### config.mk
export PLATFORM = sky130hd
export DESIGN_NAME = sync_length_sum_frame_receiver
export DESIGN_NICKNAME = d
export VERILOG_FILES = /design/src/rtl/slsfr_pkg.sv /design/src/rtl/slsfr_dp.sv /design/src/rtl/slsfr_ctrl.sv /design/src/rtl/sync_length_sum_frame_receiver.sv
export SDC_FILE = /design/constraint.sdc
export NUM_CORES = 1
export LEC_CHECK = 0
export BUFFER_PORTS_ARGS = -buffer_cell sky130_fd_sc_hd__buf_2
export CORE_MARGIN = 5
export CORE_UTILIZATION = 60
export DETAILED_ROUTE_END_ITERATION = 6
export PLACE_DENSITY = 0.8
export SYNTH_ARGS = -nofsm -noshare
export SYNTH_HDL_FRONTEND = slang
export SYNTH_SLANG_ARGS = --single-unit
### constraint.sdc
create_clock -name aclk -period 6.3 [get_ports aclk]
set_input_delay 1.26 -clock aclk [delete_from_list [all_inputs] [get_ports aclk]]
set_output_delay 1.26 -clock aclk [all_outputs]
set_load 0.02 [all_outputs]
### src/rtl/slsfr_pkg.sv
// Shared types, constants and helpers of the sync-word frame receiver.
package slsfr_pkg;

    localparam int MAX_FRAME_BYTES_DEF   = 64;
    localparam int MAX_PAYLOAD_BYTES_DEF = 50;

    localparam int S_TDATA_W = 8;
    localparam int M_TDATA_W = 40;

    localparam logic [7:0] SYNC_B0 = 8'hFA;
    localparam logic [7:0] SYNC_B1 = 8'hF5;
    localparam logic [7:0] SYNC_B2 = 8'hAA;
    localparam logic [7:0] SYNC_B3 = 8'hA5;

    localparam logic [15:0] SYNC_SUM = {8'h00, SYNC_B0} + {8'h00, SYNC_B1}
                                     + {8'h00, SYNC_B2} + {8'h00, SYNC_B3};

    // Byte positions within a frame, counted from the first sync byte.
    localparam logic [15:0] POS_BODY    = 16'd4;
    localparam logic [15:0] POS_LEN_LO  = 16'd4;
    localparam logic [15:0] POS_LEN_HI  = 16'd5;
    localparam logic [15:0] POS_TYPE    = 16'd7;
    localparam logic [15:0] POS_CMD     = 16'd8;
    localparam logic [15:0] POS_RESP    = 16'd9;
    localparam logic [15:0] POS_DL_LO   = 16'd10;
    localparam logic [15:0] POS_DL_HI   = 16'd11;
    localparam logic [15:0] POS_PAYLOAD = 16'd12;

    localparam logic [15:0] MIN_FRAME_LEN = 16'd12;
    localparam logic [15:0] MIN_DATA_LEN  = 16'd4;
    localparam logic [16:0] LEN_OVERHEAD  = 17'd10;

    typedef enum logic [1:0] {
        STAT_GOOD = 2'd0,
        STAT_SYNC = 2'd1,
        STAT_LEN  = 2'd2
    } status_t;

    typedef enum logic {
        PH_HUNT = 1'b0,
        PH_BODY = 1'b1
    } phase_t;

    typedef enum logic [2:0] {
        S_IDLE,
        S_CHECK,
        S_ERR,
        S_EMPTY,
        S_FETCH,
        S_EMIT
    } state_t;

    typedef struct packed {
        logic    accept;
        logic    load_err;
        status_t err_code;
        logic    load_empty;
        logic    rd_clear;
        logic    load_pay;
    } ctrl_cmd_t;

    typedef struct packed {
        logic timeout;
        logic hunting;
        logic len_err;
        logic frame_end;
        logic sum_ok;
        logic len_ok;
        logic count_zero;
        logic rd_last;
        logic out_free;
    } dp_stat_t;

    function automatic logic [7:0] sync_byte(input logic [1:0] idx);
        logic [7:0] b;
        case (idx)
            2'd0:    b = SYNC_B0;
            2'd1:    b = SYNC_B1;
            2'd2:    b = SYNC_B2;
            default: b = SYNC_B3;
        endcase
        return b;
    endfunction

endpackage

### src/rtl/slsfr_dp.sv
// Datapath: sync hunt, header capture, checksum, payload memory and output register.
module slsfr_dp
    import slsfr_pkg::*;
#(
    parameter int MAX_FRAME_BYTES   = MAX_FRAME_BYTES_DEF,
    parameter int MAX_PAYLOAD_BYTES = MAX_PAYLOAD_BYTES_DEF
) (
    input  logic       aclk,
    input  logic       aresetn,
    input  ctrl_cmd_t  cmd_i,
    output dp_stat_t   stat_o,
    input  logic       in_cmd,
    input  logic [7:0] in_byte,
    input  logic       m_tready,
    output logic       out_valid,
    output status_t    out_status,
    output logic [7:0] out_type,
    output logic [7:0] out_command,
    output logic [7:0] out_response,
    output logic [5:0] out_plen,
    output logic [7:0] out_byte,
    output logic       out_last
);

    localparam int POS_W = $clog2(MAX_FRAME_BYTES + 1);
    localparam int CNT_W = $clog2(MAX_PAYLOAD_BYTES + 1);
    localparam int IDX_W = (MAX_PAYLOAD_BYTES > 1) ? $clog2(MAX_PAYLOAD_BYTES) : 1;
    localparam int OFF_W = (POS_W > CNT_W) ? POS_W : CNT_W;

    phase_t           phase_reg, phase_next;
    logic [1:0]       sync_idx_reg, sync_idx_next;
    logic [POS_W-1:0] pos_reg, pos_next;
    logic [15:0]      tl_reg, tl_next;
    logic [7:0]       type_reg, type_next;
    logic [7:0]       code_reg, code_next;
    logic [7:0]       resp_reg, resp_next;
    logic [15:0]      dl_reg, dl_next;
    logic [15:0]      rsum_reg, rsum_next;
    logic [15:0]      csum_reg, csum_next;

    logic [7:0]       mem [MAX_PAYLOAD_BYTES];
    logic [IDX_W-1:0] rd_idx_reg, rd_idx_next;
    logic [7:0]       rd_data_reg;

    logic             out_valid_reg, out_valid_next;
    status_t          out_status_reg, out_status_next;
    logic [7:0]       out_type_reg, out_type_next;
    logic [7:0]       out_command_reg, out_command_next;
    logic [7:0]       out_response_reg, out_response_next;
    logic [5:0]       out_plen_reg, out_plen_next;
    logic [7:0]       out_byte_reg, out_byte_next;
    logic             out_last_reg, out_last_next;

    logic [15:0]      p16;
    logic [16:0]      p17;
    logic [16:0]      tl17;
    logic             in_cksum;
    logic             cksum_low;
    logic             at_end;
    logic             bad_tl;
    logic [OFF_W-1:0] off;
    logic             pay_wr;
    logic             body_byte;
    logic [15:0]      dl_m4;
    logic [CNT_W-1:0] count;
    logic             out_free;

    assign p16       = 16'(pos_reg);
    assign p17       = 17'(pos_reg);
    assign tl17      = {1'b0, tl_reg};
    assign in_cksum  = (p16 >= POS_CMD) && ((p17 + 17'd2) >= tl17);
    assign cksum_low = ((p17 + 17'd2) == tl17);
    assign at_end    = (p16 >= POS_CMD) && ((p17 + 17'd1) >= tl17);
    assign bad_tl    = (tl_reg < MIN_FRAME_LEN) || (tl_reg > 16'(MAX_FRAME_BYTES));
    assign off       = OFF_W'(pos_reg) - OFF_W'(POS_PAYLOAD);
    assign pay_wr    = (p16 >= POS_PAYLOAD) && ((p17 + 17'd2) < tl17)
                       && (off < OFF_W'(MAX_PAYLOAD_BYTES));
    assign body_byte = cmd_i.accept && !in_cmd && (phase_reg == PH_BODY);
    assign dl_m4     = dl_reg - MIN_DATA_LEN;
    assign count     = dl_m4[CNT_W-1:0];
    assign out_free  = !out_valid_reg || m_tready;

    always_comb begin
        stat_o.timeout    = in_cmd;
        stat_o.hunting    = (phase_reg == PH_HUNT);
        stat_o.len_err    = (phase_reg == PH_BODY) && !in_cmd && (p16 == POS_TYPE) && bad_tl;
        stat_o.frame_end  = (phase_reg == PH_BODY) && !in_cmd && at_end;
        stat_o.sum_ok     = (rsum_reg == csum_reg);
        stat_o.len_ok     = (dl_reg >= MIN_DATA_LEN)
                            && (dl_m4 <= 16'(MAX_PAYLOAD_BYTES))
                            && (({1'b0, dl_reg} + LEN_OVERHEAD) == tl17);
        stat_o.count_zero = (dl_reg == MIN_DATA_LEN);
        stat_o.rd_last    = ((CNT_W'(rd_idx_reg) + CNT_W'(1)) == count);
        stat_o.out_free   = out_free;
    end

    // Frame state: one request per accepted item.
    always_comb begin
        phase_next    = phase_reg;
        sync_idx_next = sync_idx_reg;
        pos_next      = pos_reg;
        tl_next       = tl_reg;
        type_next     = type_reg;
        code_next     = code_reg;
        resp_next     = resp_reg;
        dl_next       = dl_reg;
        rsum_next     = rsum_reg;
        csum_next     = csum_reg;
        if (cmd_i.accept) begin
            if (in_cmd) begin
                phase_next    = PH_HUNT;
                sync_idx_next = 2'd0;
                pos_next      = '0;
            end else if (phase_reg == PH_HUNT) begin
                if (in_byte == sync_byte(sync_idx_reg)) begin
                    if (sync_idx_reg == 2'd3) begin
                        phase_next    = PH_BODY;
                        sync_idx_next = 2'd0;
                        pos_next      = POS_W'(POS_BODY);
                        rsum_next     = SYNC_SUM;
                        csum_next     = '0;
                        tl_next       = '0;
                        dl_next       = '0;
                    end else begin
                        sync_idx_next = sync_idx_reg + 2'd1;
                    end
                end else begin
                    sync_idx_next = (in_byte == SYNC_B0) ? 2'd1 : 2'd0;
                end
            end else begin
                // The checksum bytes may overlap the header in very short frames.
                if (in_cksum) begin
                    if (cksum_low) begin
                        csum_next = {csum_reg[15:8], in_byte};
                    end else begin
                        csum_next = {in_byte, csum_reg[7:0]};
                    end
                end else begin
                    rsum_next = rsum_reg + {8'h00, in_byte};
                end
                case (p16)
                    POS_LEN_LO: tl_next   = {tl_reg[15:8], in_byte};
                    POS_LEN_HI: tl_next   = {in_byte, tl_reg[7:0]};
                    POS_TYPE:   type_next = in_byte;
                    POS_CMD:    code_next = in_byte;
                    POS_RESP:   resp_next = in_byte;
                    POS_DL_LO:  dl_next   = {dl_reg[15:8], in_byte};
                    POS_DL_HI:  dl_next   = {in_byte, dl_reg[7:0]};
                    default:    ;
                endcase
                if (stat_o.len_err || at_end) begin
                    phase_next    = PH_HUNT;
                    sync_idx_next = 2'd0;
                    pos_next      = '0;
                end else begin
                    pos_next = pos_reg + POS_W'(1);
                end
            end
        end
    end

    always_comb begin
        rd_idx_next = rd_idx_reg;
        if (cmd_i.rd_clear) begin
            rd_idx_next = '0;
        end else if (cmd_i.load_pay) begin
            rd_idx_next = rd_idx_reg + IDX_W'(1);
        end
    end

    always_comb begin
        out_valid_next    = out_valid_reg;
        out_status_next   = out_status_reg;
        out_type_next     = out_type_reg;
        out_command_next  = out_command_reg;
        out_response_next = out_response_reg;
        out_plen_next     = out_plen_reg;
        out_byte_next     = out_byte_reg;
        out_last_next     = out_last_reg;
        if (cmd_i.load_err) begin
            out_valid_next    = 1'b1;
            out_status_next   = cmd_i.err_code;
            out_type_next     = '0;
            out_command_next  = '0;
            out_response_next = '0;
            out_plen_next     = '0;
            out_byte_next     = '0;
            out_last_next     = 1'b1;
        end else if (cmd_i.load_empty) begin
            out_valid_next    = 1'b1;
            out_status_next   = STAT_GOOD;
            out_type_next     = type_reg;
            out_command_next  = code_reg;
            out_response_next = resp_reg;
            out_plen_next     = '0;
            out_byte_next     = '0;
            out_last_next     = 1'b1;
        end else if (cmd_i.load_pay) begin
            out_valid_next    = 1'b1;
            out_status_next   = STAT_GOOD;
            out_type_next     = type_reg;
            out_command_next  = code_reg;
            out_response_next = resp_reg;
            out_plen_next     = 6'(count);
            out_byte_next     = rd_data_reg;
            out_last_next     = stat_o.rd_last;
        end else if (m_tready) begin
            out_valid_next = 1'b0;
        end
    end

    always_ff @(posedge aclk) begin
        if (!aresetn) begin
            phase_reg     <= PH_HUNT;
            sync_idx_reg  <= 2'd0;
            pos_reg       <= '0;
            out_valid_reg <= 1'b0;
        end else begin
            phase_reg     <= phase_next;
            sync_idx_reg  <= sync_idx_next;
            pos_reg       <= pos_next;
            out_valid_reg <= out_valid_next;
        end
    end

    always_ff @(posedge aclk) begin
        tl_reg           <= tl_next;
        type_reg         <= type_next;
        code_reg         <= code_next;
        resp_reg         <= resp_next;
        dl_reg           <= dl_next;
        rsum_reg         <= rsum_next;
        csum_reg         <= csum_next;
        rd_idx_reg       <= rd_idx_next;
        out_status_reg   <= out_status_next;
        out_type_reg     <= out_type_next;
        out_command_reg  <= out_command_next;
        out_response_reg <= out_response_next;
        out_plen_reg     <= out_plen_next;
        out_byte_reg     <= out_byte_next;
        out_last_reg     <= out_last_next;
    end

    always_ff @(posedge aclk) begin
        if (body_byte && pay_wr) begin
            mem[off[IDX_W-1:0]] <= in_byte;
        end
        rd_data_reg <= mem[rd_idx_reg];
    end

    assign out_valid    = out_valid_reg;
    assign out_status   = out_status_reg;
    assign out_type     = out_type_reg;
    assign out_command  = out_command_reg;
    assign out_response = out_response_reg;
    assign out_plen     = out_plen_reg;
    assign out_byte     = out_byte_reg;
    assign out_last     = out_last_reg;

    // A result is only ever loaded into a free output register.
    assert property (@(posedge aclk) disable iff (!aresetn)
        (cmd_i.load_err || cmd_i.load_empty || cmd_i.load_pay) |-> out_free)
        else $error("output register overwritten");

    assert property (@(posedge aclk) disable iff (!aresetn)
        $onehot0({cmd_i.load_err, cmd_i.load_empty, cmd_i.load_pay}))
        else $error("more than one result loaded at once");

    assert property (@(posedge aclk) disable iff (!aresetn)
        (cmd_i.accept && in_cmd) |=> (phase_reg == PH_HUNT && sync_idx_reg == 2'd0))
        else $error("timeout did not restart the hunt");

    assert property (@(posedge aclk) disable iff (!aresetn)
        (cmd_i.accept && stat_o.frame_end) |=> (phase_reg == PH_HUNT && pos_reg == '0))
        else $error("frame end did not restart the hunt");

    assert property (@(posedge aclk) disable iff (!aresetn)
        cmd_i.load_pay |-> (CNT_W'(rd_idx_reg) < count))
        else $error("payload read beyond the frame's byte count");

endmodule

### src/rtl/slsfr_ctrl.sv
// Controller: sequences byte intake, the end-of-frame check and result emission.
module slsfr_ctrl
    import slsfr_pkg::*;
(
    input  logic      aclk,
    input  logic      aresetn,
    input  logic      s_tvalid,
    output logic      s_tready,
    input  dp_stat_t  stat_i,
    output ctrl_cmd_t cmd_o
);

    state_t  state_reg, state_next;
    status_t err_code_reg, err_code_next;

    always_comb begin
        state_next    = state_reg;
        err_code_next = err_code_reg;
        case (state_reg)
            S_IDLE: begin
                if (s_tvalid) begin
                    if (stat_i.timeout) begin
                        err_code_next = stat_i.hunting ? STAT_SYNC : STAT_LEN;
                        state_next    = S_ERR;
                    end else if (stat_i.len_err) begin
                        err_code_next = STAT_LEN;
                        state_next    = S_ERR;
                    end else if (stat_i.frame_end) begin
                        state_next = S_CHECK;
                    end
                end
            end
            S_CHECK: begin
                // The sum is judged before the lengths.
                if (!stat_i.sum_ok) begin
                    err_code_next = STAT_SYNC;
                    state_next    = S_ERR;
                end else if (!stat_i.len_ok) begin
                    err_code_next = STAT_LEN;
                    state_next    = S_ERR;
                end else if (stat_i.count_zero) begin
                    state_next = S_EMPTY;
                end else begin
                    state_next = S_FETCH;
                end
            end
            S_ERR: begin
                if (stat_i.out_free) begin
                    state_next = S_IDLE;
                end
            end
            S_EMPTY: begin
                if (stat_i.out_free) begin
                    state_next = S_IDLE;
                end
            end
            S_FETCH: begin
                state_next = S_EMIT;
            end
            S_EMIT: begin
                if (stat_i.out_free) begin
                    state_next = stat_i.rd_last ? S_IDLE : S_FETCH;
                end
            end
            default: begin
                state_next = S_IDLE;
            end
        endcase
    end

    always_comb begin
        s_tready         = (state_reg == S_IDLE);
        cmd_o.accept     = (state_reg == S_IDLE) && s_tvalid;
        cmd_o.load_err   = (state_reg == S_ERR) && stat_i.out_free;
        cmd_o.err_code   = err_code_reg;
        cmd_o.load_empty = (state_reg == S_EMPTY) && stat_i.out_free;
        cmd_o.rd_clear   = (state_reg == S_CHECK);
        cmd_o.load_pay   = (state_reg == S_EMIT) && stat_i.out_free;
    end

    always_ff @(posedge aclk) begin
        if (!aresetn) begin
            state_reg <= S_IDLE;
        end else begin
            state_reg <= state_next;
        end
    end

    always_ff @(posedge aclk) begin
        err_code_reg <= err_code_next;
    end

endmodule

### src/rtl/sync_length_sum_frame_receiver.sv
// Top level of the sync-word framed receiver with additive checksum.
//
//  Channel  | Direction | tdata (low bit up)                          | tuser     | tlast
//  s_ input | in        | rx_byte                                     | cmd       | -
//  m_ result| out       | frame_type, command_code, response_code,    | status    | last
//           |           | payload_len, payload_byte, 2 zero bits      |           |
//
// Received bytes and timeouts are accepted only in the idle state. After a frame's
// last byte the block checks sum and lengths, then per payload result reads the
// payload memory and loads the output register; an error or empty frame is loaded
// directly. No request is accepted during check and emission. Reset is synchronous
// and leaves the block hunting for sync; the payload memory needs no clearing. A
// stalled output only holds the block once a result waits.
module sync_length_sum_frame_receiver
    import slsfr_pkg::*;
#(
    parameter int MAX_FRAME_BYTES   = MAX_FRAME_BYTES_DEF,
    parameter int MAX_PAYLOAD_BYTES = MAX_PAYLOAD_BYTES_DEF
) (
    input  logic                 aclk,
    input  logic                 aresetn,
    input  logic                 s_tvalid,
    output logic                 s_tready,
    input  logic [S_TDATA_W-1:0] s_tdata,   // [7:0] rx_byte
    input  logic                 s_tuser,   // [0] cmd
    output logic                 m_tvalid,
    input  logic                 m_tready,
    output logic [M_TDATA_W-1:0] m_tdata,   // [7:0] frame_type, [15:8] command_code,
                                            // [23:16] response_code, [29:24] payload_len,
                                            // [37:30] payload_byte, [39:38] zero
    output logic [1:0]           m_tuser,   // [1:0] status
    output logic                 m_tlast    // last
);

    ctrl_cmd_t  cmd;
    dp_stat_t   stat;
    status_t    out_status;
    logic [7:0] out_type;
    logic [7:0] out_command;
    logic [7:0] out_response;
    logic [5:0] out_plen;
    logic [7:0] out_byte;

    slsfr_ctrl u_ctrl (
        .aclk     (aclk),
        .aresetn  (aresetn),
        .s_tvalid (s_tvalid),
        .s_tready (s_tready),
        .stat_i   (stat),
        .cmd_o    (cmd)
    );

    slsfr_dp #(
        .MAX_FRAME_BYTES   (MAX_FRAME_BYTES),
        .MAX_PAYLOAD_BYTES (MAX_PAYLOAD_BYTES)
    ) u_dp (
        .aclk         (aclk),
        .aresetn      (aresetn),
        .cmd_i        (cmd),
        .stat_o       (stat),
        .in_cmd       (s_tuser),
        .in_byte      (s_tdata),
        .m_tready     (m_tready),
        .out_valid    (m_tvalid),
        .out_status   (out_status),
        .out_type     (out_type),
        .out_command  (out_command),
        .out_response (out_response),
        .out_plen     (out_plen),
        .out_byte     (out_byte),
        .out_last     (m_tlast)
    );

    assign m_tdata = {2'b00, out_byte, out_plen, out_response, out_command, out_type};
    assign m_tuser = out_status;

endmodule

Word level (Yosys, flattened, before mapping)
Memories as Yosys holds them, arrays and structs flattened. A register that Yosys moved wholly into a read port is not among the register bits.
Cells that the tools add are included.
- $add $sub $neg: 9
- order comparisons: 10
- eq/ne operators: 41
- multiplexer cells: 66
- bitwise operators: 1
- reduce and logical (&&, ||, !) cells: 48
- operators with widths (cell ; number):
    two-way mux 16 bit ; 11
    two-way mux 8 bit ; 9
    one-hot mux 16 bit (2 select lines) ; 2
    AND reduction 6 bit ; 6
    two-way mux 7 bit ; 5
    == test 17 x 16 -> 1 bit ; 2
    greater-or-equal comparator 17 x 16 -> 1 bit ; 2
    two-way mux 3 bit ; 10
    == test 7 x 4 -> 1 bit (second input constant) ; 4
    two-way mux 2 bit ; 14
    inequality test 2 bit (second input constant) ; 13
    == test 7 x 3 -> 1 bit (second input constant) ; 3
    one-hot mux 7 bit (3 select lines) ; 1
    AND reduction 4 bit ; 5
    adder 16 x 4 -> 17 bit (second input constant) ; 1
    logical AND 1 bit ; 17
    less-than comparator 17 x 16 -> 1 bit ; 1
    adder 16 x 8 -> 16 bit ; 1
    == test 16 bit ; 1
    == test 16 x 3 -> 1 bit (second input constant) ; 1
    greater-or-equal comparator 16 x 3 -> 1 bit (second input constant) ; 1
    > comparator 16 x 7 -> 1 bit (second input constant) ; 1
    less-or-equal comparator 16 x 6 -> 1 bit (second input constant) ; 1
    less-than comparator 16 x 4 -> 1 bit (second input constant) ; 1
    36 further kinds ; 62
- register bits after elaboration: 151
- memory bits (writable): 400
- output and inout bits: 45
- word-level logic and storage cells: 200
- memories: 1
- memories (name ; words ; width ; rd ports ; clocked after Yosys merged registers in ; write ports ; line ; source):
    u_dp.mem ; 50 ; 8 ; 1 ; 1 ; 1 ; slsfr_dp.sv:41 ; logic [7:0] mem [MAX_PAYLOAD_BYTES];

Depth between registers and ports, before layout
- depth in word-level cells: 9
- depth in mapped cells: 12
- depth with buffers taken out: 11

By module
Synthesis repeated with hierarchy kept, for this count alone.
- cells, all modules: 1496
- area total of the unflattened synthesis: 23871.6 um^2
- modules (own cells, without submodules) (module ; times used ; cells each ; area each (um^2) ; seq. area each (um^2)):
    slsfr_dp ; 1 ; 1449 ; 23458.7 ; 15995.3
    slsfr_ctrl ; 1 ; 44 ; 394.1 ; 120.1
    sync_length_sum_frame_receiver ; 1 ; 3 ; 18.8 ; 0.0

Least setup slack after synthesis
No wires, ideal clock.
- kind: input to register
- start point: input s_tdata[2]
- end point: register u_dp.rsum_reg[0] (enable)
- setup time: 0.399 ns
- arrival time: 3.578 ns
- required time: 5.901 ns
- slack: 2.323 ns
- stages on the path: 4
- path buffers: 0
- cell sequence: or4_1 -> a2111oi_2 -> a31oi_1 -> a31oi_1
- word-level cells in the longest chain between the ends: 3
- RTL lines (item ; line ; source):
    start, declared ; sync_length_sum_frame_receiver.sv:24 ; input logic [S_TDATA_W-1:0] s_tdata,
    == test 8 bit ; slsfr_dp.sv:115 ; if (in_byte == sync_byte(sync_idx_reg)) begin
    nonzero test 2 bit (no source line) ; n/a ;
    AND reduction 5 bit (no source line) ; n/a ;
    end signal, assigned ; slsfr_dp.sv:232 ; rsum_reg <= rsum_next;
    end, declared ; slsfr_dp.sv:38 ; logic [15:0] rsum_reg, rsum_next;
No other way between the ends.
A chain may end at the register's enable or synchronous reset.

Worst setup path in the final report
- start point: register u_dp.pos_reg[2]
- end point: memory u_dp.mem[20][7] (enable)
- word-level cells in the longest chain between the ends: 7
- elaborated cells between the ends (all ways): 10
- classes of those cells: 2 x add/sub; 3 x order compare; 2 x mux; 3 x reduce/logical
- RTL lines (item ; line ; source):
    start, declared ; slsfr_dp.sv:32 ; logic [POS_W-1:0] pos_reg, pos_next;
    start signal, assigned ; slsfr_dp.sv:221 ; pos_reg <= pos_next;
    adder 7 x 2 -> 8 bit ; slsfr_dp.sv:76 ; assign pay_wr = (p16 >= POS_PAYLOAD) && ((p17 + 17'd2) < tl17)
    less-than comparator 17 x 16 -> 1 bit ; slsfr_dp.sv:76 ;
    logical AND 1 bit ; slsfr_dp.sv:76 ;
    logical AND 1 bit ; slsfr_dp.sv:77 ; && (off < OFF_W'(MAX_PAYLOAD_BYTES));
    logical AND 1 bit ; slsfr_dp.sv:245 ; if (body_byte && pay_wr) begin
    two-way mux 1 bit ; slsfr_dp.sv:245 ;
    two-way mux 1 bit (implied by the code) ; slsfr_dp.sv:246 ; mem[off[IDX_W-1:0]] <= in_byte;
    end, declared ; slsfr_dp.sv:41 ;
Several ways; a longest one is shown, not always the timed one.

==> results.md <==
- Synth top area cells: edfxtp_1 (62%), mux4_2 (12%), dfxtp_1 (5.6%), ha_1 (2.4%), nand2_1 (1.9%)
- Reg2Reg Setup Slack: 2280 ps
- Wirelength per Cell: 26.6 um
- CTS Buffer Depth: 3
- Cell count after synthesis: 1514
- Clk slew on worst S/H paths: 70 ps
- Chip Height: 210 um
- Critical path startpoint category: flop
- Vias after detailed routing: 14250
- Placed Cells: 2067
- Critical path fanouts, max: 50
- Vias in the first global route: 14100
- Max H-tree Level: 2
- Root Driver: clkbuf_16
- Number of synthesized register bits: 559
- WS Path Type: reg2reg
- Min Hold Slack: 423 ps
- Post-synth ARST share: 0%
- Gr usage total: 26.4%
- GRT met2 Usage: 43.7%
- Hold Fails Final Rpt: 0
- Top Usage Layer GRT: met2
- Hold_buf cts: 0
- Share of post-route cells with drive strength above 1: 20.9%
- Die area: 43900 um^2
- Outcome: finished, final reports clean
- 1st-iter DRT viols: 1814
- Largest net degree at the start of global routing: 88
- Initial antenna violation count: 1
- Met1 Use GR: 37.6%
- Post-route DRC: 0
- Unique masters post-synth: 74
- Post-synthesis area per instance: 15.8 um^2
- First-pass GRT wire length: 87900 um
- Synth top area share: 61.8%
- Post-CTS Resized: 0
- Area leader, netlist: edfxtp_1
- Setup TNS: 0 ps
- Synth top cells by count: edfxtp_1 (492), mux4_2 (128), nand2_1 (122), nor2_1 (87), dfxtp_1 (67)
- RSZ-0062 raised after global routing: false
- Clock Sinks: 559
- Count leader, synth: edfxtp_1
- Final Cycle Share: 63.8%
- # setup viols final: 0
- Setup Buffers After CTS: 0
- # IOs: 58
- Total power: 7320 uW
- PwrDens: 275 nW/um^2
- VDD IR max: 0.000268 V
- Final antenna-violating net count: 0
- Fin. max-slew vios: 0
- Worst Skew: 22.7 ps
- Met3 Use GR: 3.69%
- DRT Pass-1 Iters: 5
- Total grt overflow: 0
- Final Non-Filler Cells: 2163
- Final WL: 57600 um
- GP Congestion: 0.872
- Starting Density: 60.4%
- Kind of end point of the critical path: flop
- Worst setup margin: 2280 ps
- CTS tree: yes
- Top_reg_cell synth: edfxtp_1
- Hpwl dp: 35300 um
- Syn. warnings: 0
- Sequential share of the synthesized area: 67.4%
- Area Growth Syn to Fin: 11.5%
- Detail-routed via count per cell: 6.59
- Rows: 73
- TritonCTS buffer count: 52
- Post-Place Setup Slack: 1810 ps
- Cell area after synthesis: 23900 um^2
- Diodes inserted: 0
- Number of synthesized flops with an enable pin: 492
- F_max: 0.249 GHz
- Lkg Pwr: 0.00862 uW
- Hold WC Path Type: reg2reg
- Die W: 210 um
- Min cycle time layout: 4020 ps
- Post-layout nets: 1657
- WP data required: 6490 ps
- Fillcell total: 2479
- Worst Path Arrival: 4210 ps
- Clock latency on the worst-skew pair: 590 ps
- Port buffer count: 55
- Slew HR: 11.7%
- Max FFs per register: 400
- Actual slew at the worst max-slew pin: 1310 ps
- Max_cap viols: 0
- Core area: 39500 um^2
cell type report:
type                            count  area, um^2  share of cell area [%]
Multi-Input combinational cell    842        7390                    27.7
Clock inverter                     30         289                    1.08
Tap cell                          525         657                    2.46
Sequential cell                   559       16100                    60.5
Timing Repair Buffer              110         698                    2.62
Clock buffer                       65        1370                    5.14
Inverter                           32         120                   0.451
per-stage QoR:
| step | cell area, um^2 | util, % |
|---|---|---|
| after floorplan | 23900 | - |
| after global placement | 25000 | 63.2 |
| after detailed placement | 25000 | 63.2 |
| after CTS | 26600 | 67.4 |
| after global routing | 26700 | 67.4 |
| final | 26700 | 67.4 |
layout by cell type (no fill, tap or decap), drive strengths merged, types with 6 or more instances in the layout:
| cell type | netlist | final |
|---|---|---|
| nand3 | 53 | 53 |
| a22oi | 7 | 7 |
| clkbuf | 58 | 65 |
| nand4 | 20 | 20 |
| nor2b | 15 | 15 |
| a21oi | 52 | 52 |
| nand2b | 6 | 6 |
| inv | 32 | 34 |
| o21ai | 31 | 31 |
| clkinv | 0 | 20 |
| nand2 | 122 | 122 |
| mux4 | 128 | 128 |
| xor2 | 36 | 36 |
| nor2 | 87 | 87 |
| and3 | 6 | 6 |
| o21a | 7 | 7 |
| dfxtp | 67 | 67 |
| a211oi | 7 | 7 |
| nor3 | 25 | 25 |
| ha | 46 | 46 |
| xnor2 | 30 | 30 |
| or3 | 12 | 12 |
| buf | 24 | 110 |
| or4 | 10 | 10 |
| edfxtp | 492 | 492 |
| mux2 | 9 | 9 |
| nor4 | 50 | 50 |
| and2 | 10 | 10 |
per-layer routing:
layer  part of all wire (%)  vias to the layer above
met5                  0.023                        -
met4                    3.1                        2
met3                    9.0                      137
met2                     50                      828
met1                     38                     7177
li1                       -                     6106
cells by family after synthesis:
family	Yosys count	share of synthesized area, %
AND/OR/NAND/NOR	435	9.04
XOR/XNOR	66	2.42
multiplexers	141	12.7
AO/OA/AOI/OAI	151	4.09
adder cells (fa/ha/maj)	47	2.49
flip-flops	559	67.4
buffers and inverters	114	1.85
other	1	0.0157
path summary, 6_finish.rpt:
check	start	to	cells past startpoint
setup / recovery	u_dp.pos_reg[2]	u_dp.mem[20][7]	10
hold reg to reg	u_dp.rd_data_reg[0]	u_dp.out_byte[0]	2
setup reg to reg	u_dp.pos_reg[2]	u_dp.mem[20][7]	10
hold / removal	u_dp.rd_data_reg[0]	u_dp.out_byte[0]	2
worst max-delay path: stages, from the launching register on:
cell      delay [ps]
dfxtp_1          550
ha_1             540
nand3_1          160
xnor2_1          160
ha_1             310
nand2_1          120
o21bai_1         120
a21o_1           200
a21oi_4           70
buf_4            300
nor3_1          1090
where the power goes:
group,internal (uW),switching (uW)
sequential,4030,12.7
clock,1750,1330
combinational,53.3,146
total,5840,1490
Note: power is estimated with default switching activity, not from simulation.
